File: src/hw/rtl/fmbq_pkg.sv
// Shared types and constants for the front/middle/back queue.
`default_nettype none

package fmbq_pkg;

  localparam int DEF_CAPACITY   = 64;
  localparam int DEF_DATA_WIDTH = 32;
  localparam int WORD_WIDTH     = 32;  // width of the value and popped ports
  localparam int OCC_WIDTH      = 7;   // width of the occupancy port
  localparam int ACTION_WIDTH   = 3;

  typedef enum logic [ACTION_WIDTH-1:0] {
    ACT_PUSH_FRONT  = 3'd0,
    ACT_PUSH_MIDDLE = 3'd1,
    ACT_PUSH_BACK   = 3'd2,
    ACT_POP_FRONT   = 3'd3,
    ACT_POP_MIDDLE  = 3'd4,
    ACT_POP_BACK    = 3'd5
  } action_t;

  // Per-cycle command broadcast to every cell.
  typedef struct packed {
    logic ins;  // open a gap at pos, shift higher cells up, load word
    logic rem;  // close the gap at pos, shift higher cells down
  } cell_ctrl_t;

endpackage

`default_nettype wire

File: src/hw/rtl/fmbq_cell.sv
// One storage cell of the queue chain: holds, loads, or takes a neighbour's word.
`default_nettype none

module fmbq_cell #(
  parameter int DATA_WIDTH  = fmbq_pkg::DEF_DATA_WIDTH,
  parameter int INDEX_WIDTH = 6,
  parameter int INDEX       = 0
) (
  input  wire logic                   clk,
  input  wire fmbq_pkg::cell_ctrl_t   ctrl,
  input  wire logic [INDEX_WIDTH-1:0] pos,
  input  wire logic [DATA_WIDTH-1:0]  word,
  input  wire logic [DATA_WIDTH-1:0]  left,
  input  wire logic [DATA_WIDTH-1:0]  right,
  output logic      [DATA_WIDTH-1:0]  data,
  output logic      [DATA_WIDTH-1:0]  sel_data
);

  localparam logic [INDEX_WIDTH-1:0] MyIndex = INDEX_WIDTH'(INDEX);

  logic at_pos;
  logic above_pos;

  assign at_pos    = (pos == MyIndex);
  assign above_pos = (MyIndex > pos);

  // Only the cell at pos shows its word on the extraction bus.
  assign sel_data = at_pos ? data : '0;

  always_ff @(posedge clk) begin
    if (ctrl.ins) begin
      if (above_pos) begin
        data <= left;
      end else if (at_pos) begin
        data <= word;
      end
    end else if (ctrl.rem) begin
      if (above_pos || at_pos) begin
        data <= right;
      end
    end
  end

endmodule

`default_nettype wire

File: config.mk
export PLATFORM = sky130hd
export DESIGN_NAME = fmbq_cell
export DESIGN_NICKNAME = d
export VERILOG_FILES = /design/src/hw/rtl/fmbq_pkg.sv /design/src/hw/rtl/fmbq_cell.sv
export SDC_FILE = /design/constraint.sdc
export NUM_CORES = 1
export LEC_CHECK = 0
export BUFFER_PORTS_ARGS = -buffer_cell sky130_fd_sc_hd__buf_4
export CAP_MARGIN = 20
export CORE_ASPECT_RATIO = 0.5
export CORE_MARGIN = 2
export CORE_UTILIZATION = 30
export DETAILED_ROUTE_END_ITERATION = 12
export PLACE_DENSITY = 0.68
export SYNTH_ARGS = -nofsm -noshare
export SYNTH_HDL_FRONTEND = slang
export SYNTH_SLANG_ARGS = --single-unit
File: constraint.sdc
create_clock -name clk -period 2.45 [get_ports clk]
set_input_delay 0.1225 -clock clk [delete_from_list [all_inputs] [get_ports clk]]
set_output_delay 0.1225 -clock clk [all_outputs]
set_load 0.03 [all_outputs]
Yosys cells after proc, flatten, opt, wreduce, memory -nomap -nowiden
Cells that the tools add are included.
{"block": "word_totals", "register_bits": 32, "input_bits": 105, "output_inout_bits": 64, "word_cells": 14}
{"block": "classes", "magnitude_cmp": 1, "eq_ne": 1, "n_mux": 6, "reduce_logical": 5}
{"op": "$mux W32", "n": 6}
{"op": "$gt A1 B6 Y1 const A", "n": 1}
{"op": "$logic_not A6 Y1", "n": 1}
{"op": "$reduce_bool A2 Y1", "n": 2}
{"op": "$ne A3 B1 Y1 const B", "n": 1}
{"op": "$reduce_and A3 Y1", "n": 1}
{"op": "$logic_or A1 B1 Y1", "n": 1}

Depth between registers and ports, before layout
{"block": "depth", "ltp_word": 5, "mapped_depth": 3}

Worst setup path after synthesis
OpenSTA, ideal clock, no wires.
{"block": "synth_timing", "kind": "input -> register", "start": "input port pos[3]", "end": "register data[0], enable pin", "setup_time_ps": 387, "arrival_ps": 1418, "t_required_ps": 2063, "path_slack_ps": 645, "path_stages": 3, "n_path_buf": 1, "path_cell_list": "nor4_4 -> buf_6 -> o211a_1"}
{"block": "synth_between", "elab_chain_cells": 4, "word_cells_on_any_way": 6, "cone_classes": "1 x order compare; 1 x eq/ne; 4 x reduce/logical"}
{"element": "from (decl)", "line_no": "fmbq_cell.sv:11", "rtl": "input wire logic [INDEX_WIDTH-1:0] pos,"}
{"element": "$gt A1 B6 Y1 / $logic_not A6 Y1 (equally long branches)", "line_no": "fmbq_cell.sv:25, fmbq_cell.sv:24"}
{"element": "$logic_or A1 B1 Y1", "line_no": "fmbq_cell.sv:38", "rtl": "if (above_pos || at_pos) begin"}
{"element": "$reduce_bool A2 Y1 (no source line)"}
{"element": "$reduce_and A3 Y1 (no source line) *"}
{"element": "to (signal assigned)", "line_no": "fmbq_cell.sv:33", "rtl": "data <= left;"}
{"element": "to (signal assigned)", "line_no": "fmbq_cell.sv:35", "rtl": "data <= word;"}
{"element": "to (signal assigned)", "line_no": "fmbq_cell.sv:39", "rtl": "data <= right;"}
{"element": "to (decl)", "line_no": "fmbq_cell.sv:15", "rtl": "output logic [DATA_WIDTH-1:0] data,"}
Every way passes the cells marked *; elsewhere a longest branch is shown, timed or not.
A chain may end at the register's enable or synchronous reset.

Final worst setup path
{"block": "layout_timing", "start": "input port pos[3]", "end": "output port sel_data[3]"}
{"block": "layout_between", "elab_chain_cells": 2}
{"element": "$logic_not A6 Y1", "line_no": "fmbq_cell.sv:24", "rtl": "assign at_pos = (pos == MyIndex);"}
{"element": "$mux W32", "line_no": "fmbq_cell.sv:28", "rtl": "assign sel_data = at_pos ? data : '0;"}
{"element": "to (decl)", "line_no": "fmbq_cell.sv:16", "rtl": "output logic [DATA_WIDTH-1:0] sel_data"}
No other way between the ends.

==> flow_metrics.env <==
export IMPL_seqPwrFrac=0.474
export IMPL_drv_cap=0
export IMPL_hold_path_class="in -> reg"
export IMPL_max_clock_path_buffers=2
export IMPL_cp_data_required_time_ns=2.33
export IMPL_die_x_um=108
export IMPL_final_max_slew_viol_count=0
export IMPL_num_io_pins=169
export IMPL_dr_pass1_iters=4
export IMPL_grt_pass1_wl_mm=7.11
export IMPL_crit_start="pos[3]"
export IMPL_largest_register="data"
export IMPL_die_height_um=56.0
export IMPL_core_rowCount=18
export IMPL_drive_above_1_share=0.741
export IMPL_reg_top3="data (32)"
export IMPL_ys_ff_latch=32
export IMPL_finalCritPeriodShare=0.544
export IMPL_dp_slack_ns=1.06
export IMPL_switching_share=0.202
export IMPL_wl_mm=4.73
export IMPL_root_buffer="clkbuf_8"
export IMPL_vias=1419
export IMPL_cts_sinks=32
export IMPL_ir_drop_v=0.000262
export IMPL_largest_reg_flops=32
export IMPL_p_sw_uw=262
export IMPL_min_period_ns=1.33
export IMPL_leakage_uw=0.00137
export IMPL_power_density_mw_per_mm2=462
export IMPL_place_port_buffers=136
export IMPL_postRouteAntennaNets=0
export IMPL_die_area_mm2=0.00606
export IMPL_setup_viol=0
export IMPL_p_int_uw=1040
export IMPL_grt_pass1_vias=1408
export IMPL_status="completed"
export IMPL_hold_viol_final=0
export IMPL_hp_start="right[11]"
export IMPL_syn_area_mm2=0.00163
export IMPL_cp_max_fo=32
export IMPL_clkPwrFrac=0.381
export IMPL_final_fill_count=444
export IMPL_cp_data_arrival_time_ns=1.21
export IMPL_finalSetupTns_ns=0
export IMPL_initial_core_util=0.321
export IMPL_post_cts_setup_buffers=0
export IMPL_fmax_mhz=751
export IMPL_slew_headroom=0.706
export IMPL_critPathLaunchType="input port"
export IMPL_hold_buffers=0
export IMPL_htree_levels=2
export IMPL_syn_inst=109
export IMPL_cts_tree="built"
export IMPL_drc=0
export IMPL_worstMarginPinSlew_ns=0.442
export IMPL_groute_usage_overall=0.153
export IMPL_cts_repair_resized=0
export IMPL_endpoint_kind="output pin"
export IMPL_synth_distinct_cells=10
export IMPL_gp_routability_congestion=0.699
export IMPL_fin_nets=351
export IMPL_ys_seq_area_frac=0.591
export IMPL_drt_iter0_markers=56
export IMPL_n_antenna_cell=0
export IMPL_final_common_cell="buf_4"
export IMPL_syn_to_final_growth_pct=72.7
export IMPL_yosys_warnings=0
export IMPL_worst_slack_ns=1.12
export IMPL_antenna_found_initial=0
export IMPL_rsz0062_at_grt="no"
export IMPL_syn_area_per_cell_um2=14.9
export IMPL_wire_per_inst_um=14.9
export IMPL_core_area_mm2=0.00507
export IMPL_path_clk_slew_ns=0.07
export IMPL_combPwrFrac=0.145
export IMPL_worstSetupPathType="in -> out"
export IMPL_gr_total_overflow=0
export IMPL_final_cell_mix="buf_4, mux2_2, edfxtp_1"
export IMPL_vias_per_cell=4.48
export IMPL_cts_made_buffers=5
export IMPL_syn_nets=214
export IMPL_grt_max_degree=34
## worst max-delay path, cell delays in order
cell    delay (ns)
buf_4         0.12
nor4_4        0.28
buf_4         0.31
and3_1        0.21
buf_4         0.16
## metal layers
layer,vias to the layer above,share of wire,track usage
li1,693,-,-
met1,689,0.36,0.164
met2,33,0.60,0.302
met3,4,0.033,0.0316
met4,0,0.0091,0.0421
met5,-,0,0
## power by group through the flow
stage	registers (µW)	logic, µW	clock network [µW]
5_1_grt	615	204	526
4_1_cts	614	192	503
3_5_place_dp	627	191	0
3_3_place_gp	626	185	0
2_1_floorplan	636	72.3	0
6_report	615	189	494
## cells by family after synthesis
family	after synthesis	share of synthesized area
muxes	32	0.222
buffers and inverters	10	0.0400
DFF	32	0.591
and+or+nand+nor	34	0.141
AOI/OAI and AO/OA	1	0.00616
## cell usage after synthesis
cell type / number / share of area
edfxtp_1: 32 / 0.59
mux2_2: 32 / 0.22
and3_1: 29 / 0.11
buf_2: 4 / 0.012
and3_2: 3 / 0.014
buf_6: 3 / 0.021
clkbuf_1: 3 / 0.0069
nor2_1: 1 / 0.0023
nor4_4: 1 / 0.013
o211a_1: 1 / 0.0062
## stage by stage
| step | area [µm²] | hold slack [ns] | power (µW) | cells | utilization |
|---|---|---|---|---|---|
| CTS | 2810 | 0.139 | 1310 | 317 | 0.554 |
| global placement | 2700 | 0.424 | 811 | 309 | 0.533 |
| finish | 2810 | 0.143 | 1300 | 317 | 0.554 |
| floorplan | 1630 | 0.342 | 708 | 109 | - |
| global route | 2810 | 0.137 | 1340 | 317 | 0.554 |
| detailed placement | 2700 | 0.430 | 817 | 309 | 0.533 |
## cell type report
type	instances	area, µm²	share of cell area
clock buffers	6	72.6	0.0259
clock inverters	2	35.0	0.0125
multi-input cells	67	599	0.214
flip-flops and latches	32	961	0.342
well taps	70	87.6	0.0312
repair buffers	140	1050	0.374
## path summary, 6_finish.rpt
kind	endpoint	slack, ns	cells after the start
worst min-delay path	data[11]	0.14	2
worst max-delay path	sel_data[3]	1.12	5
(Power assumes the default switching activity.)
